## src/rtl/tft_fifo.sv

```systemverilog
// ----------------------------------------------------------------------------
// tft_fifo: two-entry queue
// Decouples two stages so that each side can stall independently.
// ----------------------------------------------------------------------------
`default_nettype none

module tft_fifo #(
    parameter int WIDTH = 8
) (
    input  wire logic             clk,
    input  wire logic             rst_n,
    input  wire logic             push,
    input  wire logic [WIDTH-1:0] wdata,
    output logic                  full,
    input  wire logic             pop,
    output logic [WIDTH-1:0]      rdata,
    output logic                  empty
);

    logic [WIDTH-1:0] mem_reg [2];
    logic             wptr_reg;
    logic             rptr_reg;
    logic [1:0]       cnt_reg;
    logic             do_push;
    logic             do_pop;

    assign full    = (cnt_reg == 2'd2);
    assign empty   = (cnt_reg == 2'd0);
    assign do_push = push && !full;
    assign do_pop  = pop && !empty;
    assign rdata   = mem_reg[rptr_reg];

    always_ff @(posedge clk or negedge rst_n)
    begin
        if (!rst_n)
        begin
            wptr_reg <= 1'b0;
            rptr_reg <= 1'b0;
            cnt_reg  <= 2'd0;
        end
        else
        begin
            if (do_push)
            begin
                wptr_reg <= !wptr_reg;
            end
            if (do_pop)
            begin
                rptr_reg <= !rptr_reg;
            end
            if (do_push && !do_pop)
            begin
                cnt_reg <= cnt_reg + 2'd1;
            end
            else if (do_pop && !do_push)
            begin
                cnt_reg <= cnt_reg - 2'd1;
            end
        end
    end

    always_ff @(posedge clk)
    begin
        if (do_push)
        begin
            mem_reg[wptr_reg] <= wdata;
        end
    end

endmodule

`default_nettype wire

```

## config.mk

```make
export PLATFORM = sky130hd
export DESIGN_NAME = tft_fifo
export DESIGN_NICKNAME = d
export VERILOG_FILES = /design/src/rtl/tft_fifo.sv
export SDC_FILE = /design/constraint.sdc
export NUM_CORES = 1
export LEC_CHECK = 0
export BUFFER_PORTS_ARGS = -buffer_cell sky130_fd_sc_hd__buf_2
export CELL_PAD_IN_SITES_DETAIL_PLACEMENT = 1
export CELL_PAD_IN_SITES_GLOBAL_PLACEMENT = 1
export CORE_ASPECT_RATIO = 1.2
export CORE_MARGIN = 4
export CORE_UTILIZATION = 40
export DETAILED_ROUTE_END_ITERATION = 6
export GPL_TIMING_DRIVEN = 1
export PLACE_DENSITY_LB_ADDON = 0.1
export SLEW_MARGIN = 30
export SYNTH_ARGS = -nofsm -noshare
export SYNTH_HDL_FRONTEND = slang
export SYNTH_SLANG_ARGS = --single-unit
```

## constraint.sdc

```tcl
create_clock -name clk -period 1.5 [get_ports clk]
set_input_delay 0.3 -clock clk [delete_from_list [all_inputs] [get_ports clk]]
set_output_delay 0.3 -clock clk [all_outputs]
set_load 0.02 [all_outputs]
```

Word level (Yosys, flattened, before mapping):

Memories as Yosys holds them, arrays and structs flattened.
Cells that the tools add are included.

* add/sub/neg operators: 2
* equality and inequality tests: 1
* mux-type cells: 4
* reduce and logical (&&, ||, !) cells: 12

Operators with widths (count)
* $logic_not A1 Y1: 6
* $logic_and A1 B1 Y1: 4
* $mux W2: 2
* $add A2 B1 Y2 const B: 1
* $eq A2 B2 Y1 const B: 1
* $logic_not A2 Y1: 1
* $mux W1: 2
* $reduce_bool A2 Y1: 1
* $sub A2 B1 Y2 const B: 1

* flip-flop bits (word level): 4
* bits in writable memories: 16
* input bits: 12
* output and inout bits: 10
* word-level logic and storage cells: 23
* memories kept: 1

Memory list
* mem_reg: words 2, bits a word 8, read ports 1, clocked after Yosys merged registers in 0, wr ports 1, RTL line 20 `logic [WIDTH-1:0] mem_reg [2];`

Longest topological paths before layout:

* depth in word-level cells: 7
* mapped depth: 7
* mapped depth without buffers: 7

Least setup slack after synthesis:

Ideal clock, no wire load.

* path type: reg-to-reg
* start point: reg cnt_reg[0]
* end point: mem mem_reg[0][0] (enable)
* library setup time: 370 ps
* arrival time: 1022 ps
* slack: 108 ps
* cell stages (with the launch flop): 4
* path buffers: 0
* period minus slack after synthesis: 1392 ps
* cell sequence: dfrtp_1 > nand2b_1 > nand2_2 > nor2_1

* longest elaborated chain between the ends: 5

RTL lines
* from (decl): RTL line 23 `logic [1:0] cnt_reg;`
* from (signal assigned): RTL line 53 `cnt_reg <= cnt_reg + 2'd1;`
* from (signal assigned): RTL line 57 `cnt_reg <= cnt_reg - 2'd1;`
* $eq A2 B2 Y1: RTL line 27 `assign full = (cnt_reg == 2'd2);`
* $logic_not A1 Y1: RTL line 29 `assign do_push = push && !full;`
* $logic_and A1 B1 Y1: RTL line 29
* $mux W1: RTL line 64 `if (do_push)`
* $mux W1 (not written as such): RTL line 66 `mem_reg[wptr_reg] <= wdata;`
* to (decl): RTL line 20

No other way between the ends.

Final worst setup path:

* start point: reg rptr_reg
* end point: out rdata[1]

* longest elaborated chain between the ends: 1

RTL lines
* from (decl): RTL line 22 `logic rptr_reg;`
* from (signal assigned): RTL line 49 `rptr_reg <= !rptr_reg;`
* $mem_v2 Z2 W8
* to (decl): RTL line 16 `output logic [WIDTH-1:0] rdata,`

No other way between the ends.

==> impl_metrics.tcl <==
set metrics [dict create \
    placement.io_buffers 21 \
    initial_antenna_violation_count 0 \
    worst_setup_path_endpoint "rdata[1]" \
    clock_edge_transition_at_the_registers_on_the_reported_setup_and_hold_paths_ns 0.11 \
    layout_worst_path_cycle_share 1.077 \
    die_x_um 48.36 \
    worst_clock_skew_ns 0.003922 \
    overflow 0 \
    stdcell_count 97 \
    layout-drive-gt1-share 0.6282 \
    failed_checks "negative setup slack" \
    critical_path.reg2reg.endpoint "mem_reg[0][5]" \
    grt_setup_unrepaired "yes" \
    drcViolationCount 0 \
    chipHeight_um 56.44 \
    area_growth_synth_to_finish_pct 43.20 \
    crit_arrival_ns 1.32 \
    reg2reg_depth 5 \
    reg2reg_slack_ns 0.12 \
    max_freq_mhz 619.0 \
    drt_iter0_drc 7 \
    worst_min_delay_path_class "in -> reg" \
    layout.nets 92 \
    clock_tree.buffer_depth 2 \
    worst_ep_required_time_ns 1.20 \
    slew-limit-headroom 0.7442 \
    flip_flop_count_of_the_largest_register_after_layout 16 \
    hold_viol_final 0 \
    synthesis.yosys.warnings 0 \
    reg2reg_from "cnt_reg[1]" \
    place.detailed.instances 87 \
    ys_top_cells_by_area "sky130_fd_sc_hd__edfxtp_1 (61%), sky130_fd_sc_hd__dfrtp_1 (13%), sky130_fd_sc_hd__mux2_1 (8.6%), sky130_fd_sc_hd__mux2_2 (2.9%), sky130_fd_sc_hd__xnor2_1 (2.2%)" \
    outcome "complete, but fails checks" \
    io-pin-count 22 \
    routed_via_density 4.887 \
    cts-root-buf "sky130_fd_sc_hd__clkbuf_4" \
    synthesis.area_sq_um 782.0 \
    grt_first_pass_wirelength_um 2490 \
    most_common_cell_after_layout_fill_and_taps_aside "sky130_fd_sc_hd__edfxtp_1" \
    powerDensity_nw_per_um2 2094 \
    via_count_of_the_first_global_routing_pass 561 \
    drt_first_pass_iters 3 \
    start_kind "flip-flop" \
    startpoint "rptr_reg" \
    path_max_fanout 5 \
    vias 474 \
    die-area_sq_um 2729 \
    clock_latency_ns 0.30 \
    timing.final.max_slew_violations 0 \
    postSynthRegisterBits 20 \
    layout.filler_cells 177 \
    drt.antenna.violating_nets 0 \
    starting_density_of_the_core 0.4226 \
    synth_cell_types 15 \
    finalWirelength_um 1482 \
    detailedPlacementHpwl_um 997.4 \
    core_region_area_sq_um 1851 \
    cts_tree "yes" \
    cts_sinks 20 \
    cellLeakagePower_nw 0.4939 \
    critPathKind "reg -> out" \
    routedWlPerCell_um 15.28 \
    drv_cap 0 \
    cts_made_buffers 3 \
    p_total_w 0.002345 \
    antenna_cells_inserted 0 \
    worstMarginPinSlew_ns 0.3837 \
    area.sequential_sq_um 581.8 \
    timing.critical_path.to_type "output port" \
    synth.net_count 57 \
    std_cell_rows 17 \
    postSynthCellCount 44 \
    synth_sequential_area_ratio 0.7424 \
    finalSetupViolCount 8 \
    max-vdd-ir-drop_uv 1040 \
    multi_input_comb_area_sq_um 227.7 \
    post_dp_cell_area_sq_um 935.9 \
    gp_congestion 0.6157 \
    finalInstanceArea_sq_um 1120 \
    layout.cells.most_common_list "sky130_fd_sc_hd__edfxtp_1 (16), sky130_fd_sc_hd__buf_2 (12), sky130_fd_sc_hd__buf_6 (10)" \
    h-tree-depth 1 \
    maximum_number_of_pins_on_one_net_before_global_route_repair 12 \
    final.setup.worst_slack_ns -0.1155 \
    gr-usage-all-layers 0.1210 \
    synth_largest_type_area_fraction 0.6144 \
    postSynthAreaPerCell_sq_um 17.77 \
    synthDominantAreaCellType "sky130_fd_sc_hd__edfxtp_1" \
    holdWs_ns 0.1754 \
    period_needed_ns 1.616 \
]
==> per-stage QoR <==
stage / util / setup WS (ns) / setup TNS (ns)
global route: 0.6051 / -0.1767 / -1.382
CTS: 0.5869 / -0.1108 / -0.8053
detailed placement: 0.5057 / 0.08931 / 0
finish: 0.6051 / -0.1155 / -0.8846
floorplan: - / 0.1079 / 0
global placement: 0.5057 / 0.1168 / 0
==> routing by layer <==
layer / part of all wire / wire [um] / GRT usage / vias to the layer above
li1: - / - / - / 228
met1: 0.35 / 519 / 0.1224 / 229
met2: 0.58 / 864 / 0.2146 / 15
met3: 0.054 / 80 / 0.03448 / 2
met4: 0.012 / 18 / 0.07115 / 0
met5: 0 / 0 / 0 / -
==> how the worst min path moves through the flow <==
| stage | from | cells past startpoint | end | slack [ns] |
|---|---|---|---|---|
| floorplan | rst_n | 0 | cnt_reg[0] | 0.004 |
| global placement | rst_n | 1 | cnt_reg[0] | 0.11 |
| detailed placement | rst_n | 1 | cnt_reg[1] | 0.11 |
| CTS | wdata[6] | 1 | mem_reg[0][6] | 0.16 |
| global route | wdata[6] | 1 | mem_reg[1][6] | 0.15 |
| finish | wdata[6] | 1 | mem_reg[0][6] | 0.18 |
==> logic make-up (layout without fill, tap and decap cells) <==
kind of cell	count (synthesis)	after routing	synth area share
flops	20	20	0.7424
mux	8	8	0.1152
simple gates	6	6	0.03841
xor+xnor	5	5	0.06561
buf+inv	3	37	0.01600
fa+ha+maj	1	1	0.01600
compound gates	1	1	0.006394
==> worst max-delay path: stages (launching register included) <==
cell and delay (ns):
sky130_fd_sc_hd__dfrtp_2 0.44, sky130_fd_sc_hd__buf_6 0.14, sky130_fd_sc_hd__mux2_4 0.30, sky130_fd_sc_hd__buf_6 0.13
==> report_power, final <==
group / total, W / switching (W) / internal [W]
Sequential: 0.000879 / 0.0000999 / 0.000779
Combinational: 0.00115 / 0.000507 / 0.000646
Clock: 0.000313 / 0.000164 / 0.000148
==> repair_timing <==
item,CTS,global route
hold buffers,1,0
buffers inserted,3,2
gates cloned,0,0
hold endpoints to repair,4,0
resized for setup,27,5
setup endpoints to repair,8,11
==> synth_stat cells (all sizes together) <==
master / instances
and3: 1
buf: 1
dfrtp: 4
edfxtp: 16
ha: 1
inv: 2
mux2: 8
nand2: 1
nand2b: 1
nor2: 3
o21ai: 1
xnor2: 3
xor2: 2
==> layout make-up <==
class / count / share of cell area
clock buffers: 4 / 0.03240
inverters: 2 / 0.006704
multi-input cells: 21 / 0.2034
flip-flops and latches: 20 / 0.5196
well taps: 19 / 0.02123
repair buffers: 31 / 0.2168
Note: power is estimated with default switching activity, not from simulation.
