[src/rtl/tft_pkg.sv]
// ----------------------------------------------------------------------------
// tft_pkg: shared types and constants of the TCP flow tracker
// Packet and result layouts, the classified work item, and flag codes.
// ----------------------------------------------------------------------------
`default_nettype none

package tft_pkg;

    localparam int FLOW_SLOTS_DEF = 64;

    // Exact flag patterns that select the connection handling.
    localparam logic [7:0] FLAG_SYN     = 8'h02;
    localparam logic [7:0] FLAG_SYN_ACK = 8'h12;

    // Fixed part of the IPv4 header in bytes.
    localparam logic [6:0] BASE_HDR_LEN = 7'd20;

    typedef enum logic [1:0] {
        OP_SYN,
        OP_SYN_ACK,
        OP_OTHER
    } op_t;

    typedef enum logic [1:0] {
        PH_EMPTY       = 2'd0,
        PH_SYN_SEEN    = 2'd1,
        PH_ESTABLISHED = 2'd2
    } phase_t;

    typedef logic [5:0] flow_slot_t;

    typedef struct packed {
        logic [31:0] ip_src;
        logic [31:0] ip_dst;
        logic [15:0] src_port;
        logic [15:0] dst_port;
        logic [7:0]  tcp_flags;
        logic [31:0] seq_num;
        logic [31:0] ack_num;
        logic [15:0] ip_total_len;
        logic [3:0]  tcp_hdr_words;
        logic        has_payload;
        logic [31:0] ts_sec;
        logic [19:0] ts_usec;
    } in_item_t;

    typedef struct packed {
        logic        accepted;
        logic        new_flow;
        logic        table_full;
        flow_slot_t  flow_slot;
        logic        direction;
        logic [31:0] out_seq;
        logic [31:0] out_ack;
        logic [7:0]  out_flags;
        logic [15:0] payload_len;
        logic [31:0] out_sec;
        logic [19:0] out_usec;
    } out_item_t;

    // Flow key in the direction of the opening SYN; ports is src high, dst low.
    typedef struct packed {
        logic [31:0] ip_src;
        logic [31:0] ip_dst;
        logic [31:0] ports;
    } key_t;

    typedef struct packed {
        op_t         op;
        key_t        key;
        logic [31:0] seq_num;
        logic [31:0] ack_num;
        logic [7:0]  tcp_flags;
        logic [15:0] payload_len;
        logic [31:0] ts_sec;
        logic [19:0] ts_usec;
    } work_t;

endpackage

`default_nettype wire

[src/rtl/tft_front.sv]
// ----------------------------------------------------------------------------
// tft_front: packet classifier
// Sorts each packet by its flags, forms the flow key and the payload length.
// ----------------------------------------------------------------------------
`default_nettype none

module tft_front (
    input  wire tft_pkg::in_item_t packet,
    input  wire logic              push,
    output logic                   full,
    output tft_pkg::work_t         work,
    output logic                   work_push,
    input  wire logic              work_full
);

    logic [6:0]  hdr_len;
    logic [15:0] len_diff;

    assign work_push = push;
    assign full      = work_full;

    always_comb
    begin
        // Header bytes: fixed IP part plus the TCP header in 32-bit words.
        hdr_len  = tft_pkg::BASE_HDR_LEN + {1'b0, packet.tcp_hdr_words, 2'b00};
        len_diff = packet.ip_total_len - {9'b0, hdr_len};

        if (packet.tcp_flags == tft_pkg::FLAG_SYN)
        begin
            work.op = tft_pkg::OP_SYN;
        end
        else if (packet.tcp_flags == tft_pkg::FLAG_SYN_ACK)
        begin
            work.op = tft_pkg::OP_SYN_ACK;
        end
        else
        begin
            work.op = tft_pkg::OP_OTHER;
        end

        work.key.ip_src   = packet.ip_src;
        work.key.ip_dst   = packet.ip_dst;
        work.key.ports    = {packet.src_port, packet.dst_port};
        work.seq_num      = packet.seq_num;
        work.ack_num      = packet.ack_num;
        work.tcp_flags    = packet.tcp_flags;
        work.ts_sec       = packet.ts_sec;
        work.ts_usec      = packet.ts_usec;

        // Short packets floor at zero rather than wrapping.
        if (packet.has_payload && (packet.ip_total_len > {9'b0, hdr_len}))
        begin
            work.payload_len = len_diff;
        end
        else
        begin
            work.payload_len = '0;
        end
    end

endmodule

`default_nettype wire

[config.mk]
export PLATFORM = sky130hd
export DESIGN_NAME = tft_front
export DESIGN_NICKNAME = d
export VERILOG_FILES = /design/src/rtl/tft_pkg.sv /design/src/rtl/tft_front.sv
export SDC_FILE = /design/constraint.sdc
export NUM_CORES = 1
export LEC_CHECK = 0
export ABC_AREA = 1
export BUFFER_PORTS_ARGS = -buffer_cell sky130_fd_sc_hd__buf_2
export CORE_AREA = 8 8 180 182
export DETAILED_ROUTE_END_ITERATION = 10
export DIE_AREA = 0 0 188 190
export PLACE_DENSITY = 0.39
export SLEW_MARGIN = 25
export SYNTH_ARGS = -nofsm -noshare
export SYNTH_HDL_FRONTEND = slang
export SYNTH_SLANG_ARGS = --single-unit
export TNS_END_PERCENT = 50
[constraint.sdc]
create_clock -name vclk -period 2.1
set_clock_uncertainty 0.15 [all_clocks]
set_input_delay 0.105 -clock vclk [all_inputs]
set_output_delay 0.105 -clock vclk [all_outputs]
set_load 0.005 [all_outputs]
Yosys cells after proc, flatten, opt, wreduce, memory -nomap -nowiden
Index checks and enable logic that the tools add are counted.
{"block": "totals", "reg_bits": 0, "inputBits": 243}
{"block": "op_classes", "magnitude_cmp": 1, "eq_ne": 2, "n_mux": 3, "reduce_logical": 1, "addsub": 2}
{"operator": "$gt A16 B7 Y1", "count": 1}
{"operator": "$mux W16", "count": 1}
{"operator": "$sub A16 B7 Y16", "count": 1}
{"operator": "$eq A8 B2 Y1 const B", "count": 1}
{"operator": "$eq A8 B5 Y1 const B", "count": 1}
{"operator": "$add A5 B6 Y7 const A", "count": 1}
{"operator": "$mux W2", "count": 2}
{"operator": "$logic_and A1 B1 Y1", "count": 1}

Longest topological paths before layout
{"block": "logic_depth", "word_depth": 4, "mapped_depth": 12, "mapped_depth_nobuf": 12}

Worst setup path before layout
OpenSTA, ideal clock, no wires.
{"block": "synth_path", "path_type": "input to output", "startpoint": "in packet[53] in the netlist's numbering", "endpoint": "out work[52] in the netlist's numbering", "path_slack_ns": 0.355, "path_buffers": 1, "cell_stages": 10, "arrival_time_ns": 1.490, "required_ns": 1.845, "path_cell_list": "ha_1 > xor2_1 > ha_1 > nand3_2 > nor2_2 > inv_2 > nand3_2 > nand3_4 > buf_6 > nor2_2"}
{"item": "start: declaration", "line": "tft_front.sv:8", "source": "input wire tft_pkg::in_item_t packet,"}
{"item": "end: declaration", "line": "tft_front.sv:11", "source": "output tft_pkg::work_t work,"}

==> out/metrics.json <==
{
  "synth.yosys.seq_area_share": {"value": 0, "unit": "%"},
  "gr-total-overflow": {"value": 0},
  "cp.required": {"value": 1.85, "unit": "ns"},
  "start_kind": {"value": "primary input"},
  "ys.warnings.count": {"value": 0},
  "irDropWorstVdd": {"value": 0.0405, "unit": "mV"},
  "arrival": {"value": 1.83, "unit": "ns"},
  "ant_nets": {"value": 0},
  "highest_clock_frequency_the_design_can_meet": {"value": 479, "unit": "MHz"},
  "netlist_area": {"value": 2460, "unit": "sq um"},
  "p_int": {"value": 0.202, "unit": "mW"},
  "power.clock.fraction": {"value": 0, "unit": "%"},
  "synth.top_cell.area_share": {"value": 67.9, "unit": "%"},
  "drt_drc": {"value": 0},
  "initial_util": {"value": 8.35, "unit": "%"},
  "placed_area": {"value": 1670, "unit": "sq um"},
  "outcome": {"value": "complete, no violations"},
  "n_clock_buffer": {"value": 0},
  "worstHoldPathType": {"value": "in2out"},
  "grt_antenna_before_repair": {"value": 3},
  "layout.cell_area.non_filler": {"value": 1930, "unit": "sq um"},
  "die_width": {"value": 188, "unit": "um"},
  "synth_cell_types": {"value": 19},
  "grt_setup_unrepaired": {"value": "true"},
  "vias_per_cell": {"value": 2.56},
  "vias": {"value": 1590},
  "n_sequential_cell": {"value": 0},
  "grt_max_degree": {"value": 9},
  "worst_setup_path_startpoint": {"value": "packet[54]"},
  "synth_area_per_cell": {"value": 6.46, "unit": "sq um"},
  "multi_input_comb_area": {"value": 812, "unit": "sq um"},
  "final_nets": {"value": 484},
  "timing.hold.worst_path_depth": {"value": 0},
  "standard_cell_rows": {"value": 63},
  "combined_global_route_utilization_of_all_metal_layers": {"value": 5.24, "unit": "%"},
  "areaGrowthSynthToFinish": {"value": -21.2, "unit": "%"},
  "insertedDiodeCount": {"value": 0},
  "net_switching_fraction_of_the_power": {"value": 53.4, "unit": "%"},
  "detail_route.wirelength": {"value": 10300, "unit": "um"},
  "synthesis.instances": {"value": 380},
  "wl_per_cell": {"value": 16.5, "unit": "um"},
  "die_h": {"value": 190, "unit": "um"},
  "fraction_of_layout_instances_using_a_drive_strength_above_1": {"value": 47.8, "unit": "%"},
  "grt_first_pass_wirelength": {"value": 13200, "unit": "um"},
  "worst_setup_path_end_kind": {"value": "output pin"},
  "hold_path_startpoint": {"value": "packet[17]"},
  "synthTopCellsByCount": {"value": "buf_4, nand2_1, inv_1, nor2_1, nand3_1"},
  "critical_path_peak_fanout": {"value": 8},
  "post-synth-top-area-cell": {"value": "buf_4"},
  "die_area": {"value": 35700, "unit": "sq um"},
  "num-fill-cells": {"value": 3485},
  "post-route-min-period": {"value": 2.09, "unit": "ns"},
  "holdPathEnd": {"value": "work[17]"},
  "reg_area": {"value": 0, "unit": "sq um"},
  "type_of_the_setup_path_with_the_least_slack": {"value": "in2out"},
  "placeableCoreArea": {"value": 29400, "unit": "sq um"},
  "setup-violations-final": {"value": 0},
  "power_leakage": {"value": 0.822, "unit": "nW"},
  "power_density": {"value": 224, "unit": "nW/um^2"},
  "final-max-slew-violation-count": {"value": 0},
  "timing.max_cap.violations": {"value": 0},
  "post-dp-hpwl": {"value": 9270, "unit": "um"},
  "violation_count_after_the_first_detailed_route_iteration": {"value": 20},
  "io_pins": {"value": 483},
  "power_frac_comb": {"value": 100.0, "unit": "%"},
  "period_share": {"value": 99.4, "unit": "%"},
  "ctsHoldBuffers": {"value": 0},
  "fin_ws": {"value": 0.0127, "unit": "ns"},
  "synth_nets": {"value": 630},
  "synth.most_common_cell": {"value": "buf_4"},
  "placement.io_buffers": {"value": 55},
  "globalplace.congestion": {"value": 0.751},
  "detail_route.first_pass.iterations": {"value": 4},
  "total_count_of_hold_check_failures_in_the_final_report": {"value": 0},
  "worstMarginPinSlew": {"value": 0.278, "unit": "ns"},
  "synth_area_leaders": {"value": "buf_4, nand2_1, inv_1"},
  "p_sw": {"value": 0.231, "unit": "mW"},
  "p_seq_share": {"value": 0, "unit": "%"},
  "first_global_vias": {"value": 1728},
  "worst_slew_margin_rel": {"value": 81.3, "unit": "%"},
  "post_place_setup_slack": {"value": -0.343, "unit": "ns"}
}
area by class of cell:
class	count	area share, %
inverter	28	5.43
multi-input combinational	129	42.0
tap	390	25.2
timing repair buffer	75	27.4
metal layers:
metal	track usage, %	up-vias	wire, um	part of all wire, %
li1	-	636	-	-
met1	2.85	610	2090	20
met2	9.54	226	5070	49
met3	4.82	114	2220	22
met4	4.36	4	885	8.6
met5	0	-	21	0.20
repair_timing:
item,4_1_cts,5_1_grt
cloned,0,0
setup buffers,3,2
gates resized for setup,48,11
endpoints found under the setup margin,16,16
pin swaps,19,8
worst max-delay path by stage:
stage	to	slack (ns)	cells past startpoint
final	work[56]	0.01	12
after global routing	work[56]	-0.10	12
after CTS	work[58]	-0.05	12
after detailed placement	work[67]	-0.34	13
after global placement	work[63]	-0.28	13
after floorplan	work[52]	0.36	10
worst max-delay path: stages:
cell and delay (ns):
buf_8 0.10, a21oi_2 0.14, xor2_1 0.17, ha_1 0.32, nand2_2 0.10, nand2_2 0.08
a21oi_4 0.17, nand3_2 0.11, nand3_4 0.18, buf_12 0.18, nor2_2 0.04, buf_2 0.13
cells in the final DEF, fill, tap and decap left out, types with 3 or more instances in the layout:
| master | instances |
|---|---|
| nand2_1 | 46 |
| nand3_2 | 4 |
| nor2_4 | 9 |
| nor2_2 | 8 |
| buf_2 | 44 |
| ha_1 | 4 |
| inv_1 | 27 |
| nand2_2 | 5 |
| buf_4 | 15 |
| nor2_1 | 21 |
| xor2_1 | 3 |
| nand4_1 | 3 |
| nor3_1 | 3 |
| buf_6 | 13 |
| nand3_1 | 11 |
power by group through the flow:
| stage | combinational (mW) | clock (mW) | sequential (mW) |
|---|---|---|---|
| after floorplan | 0.510 | 0 | 0 |
| after global placement | 0.357 | 0 | 0 |
| after detailed placement | 0.358 | 0 | 0 |
| after CTS | 0.431 | 0 | 0 |
| after global routing | 0.490 | 0 | 0 |
| final | 0.433 | 0 | 0 |
stage by stage:
stage / total power [mW] / cells / setup TNS (ns) / hold slack [ns] / util, %
floorplan: 0.510 / 380 / 0 / 0.131 / -
global placement: 0.357 / 617 / -2.34 / 0.0600 / 5.67
detailed placement: 0.358 / 617 / -3.11 / 0.0600 / 5.67
CTS: 0.431 / 620 / -0.453 / 0.0600 / 6.35
global route: 0.490 / 622 / -1.16 / 0.0600 / 6.58
finish: 0.433 / 622 / 0 / 0.0600 / 6.58
cell families (layout without fill, tap and decap cells):
kind of cell | after synthesis | after routing | share of synthesized area, %
AO/OA/AOI/OAI | 5 | 5 | 1.17
buffers and inverters | 251 | 103 | 72.6
AND/OR/NAND/NOR | 112 | 112 | 20.6
adder cells (fa/ha/maj) | 7 | 7 | 3.87
XOR/XNOR | 5 | 5 | 1.78
(Power assumes the default switching activity.)
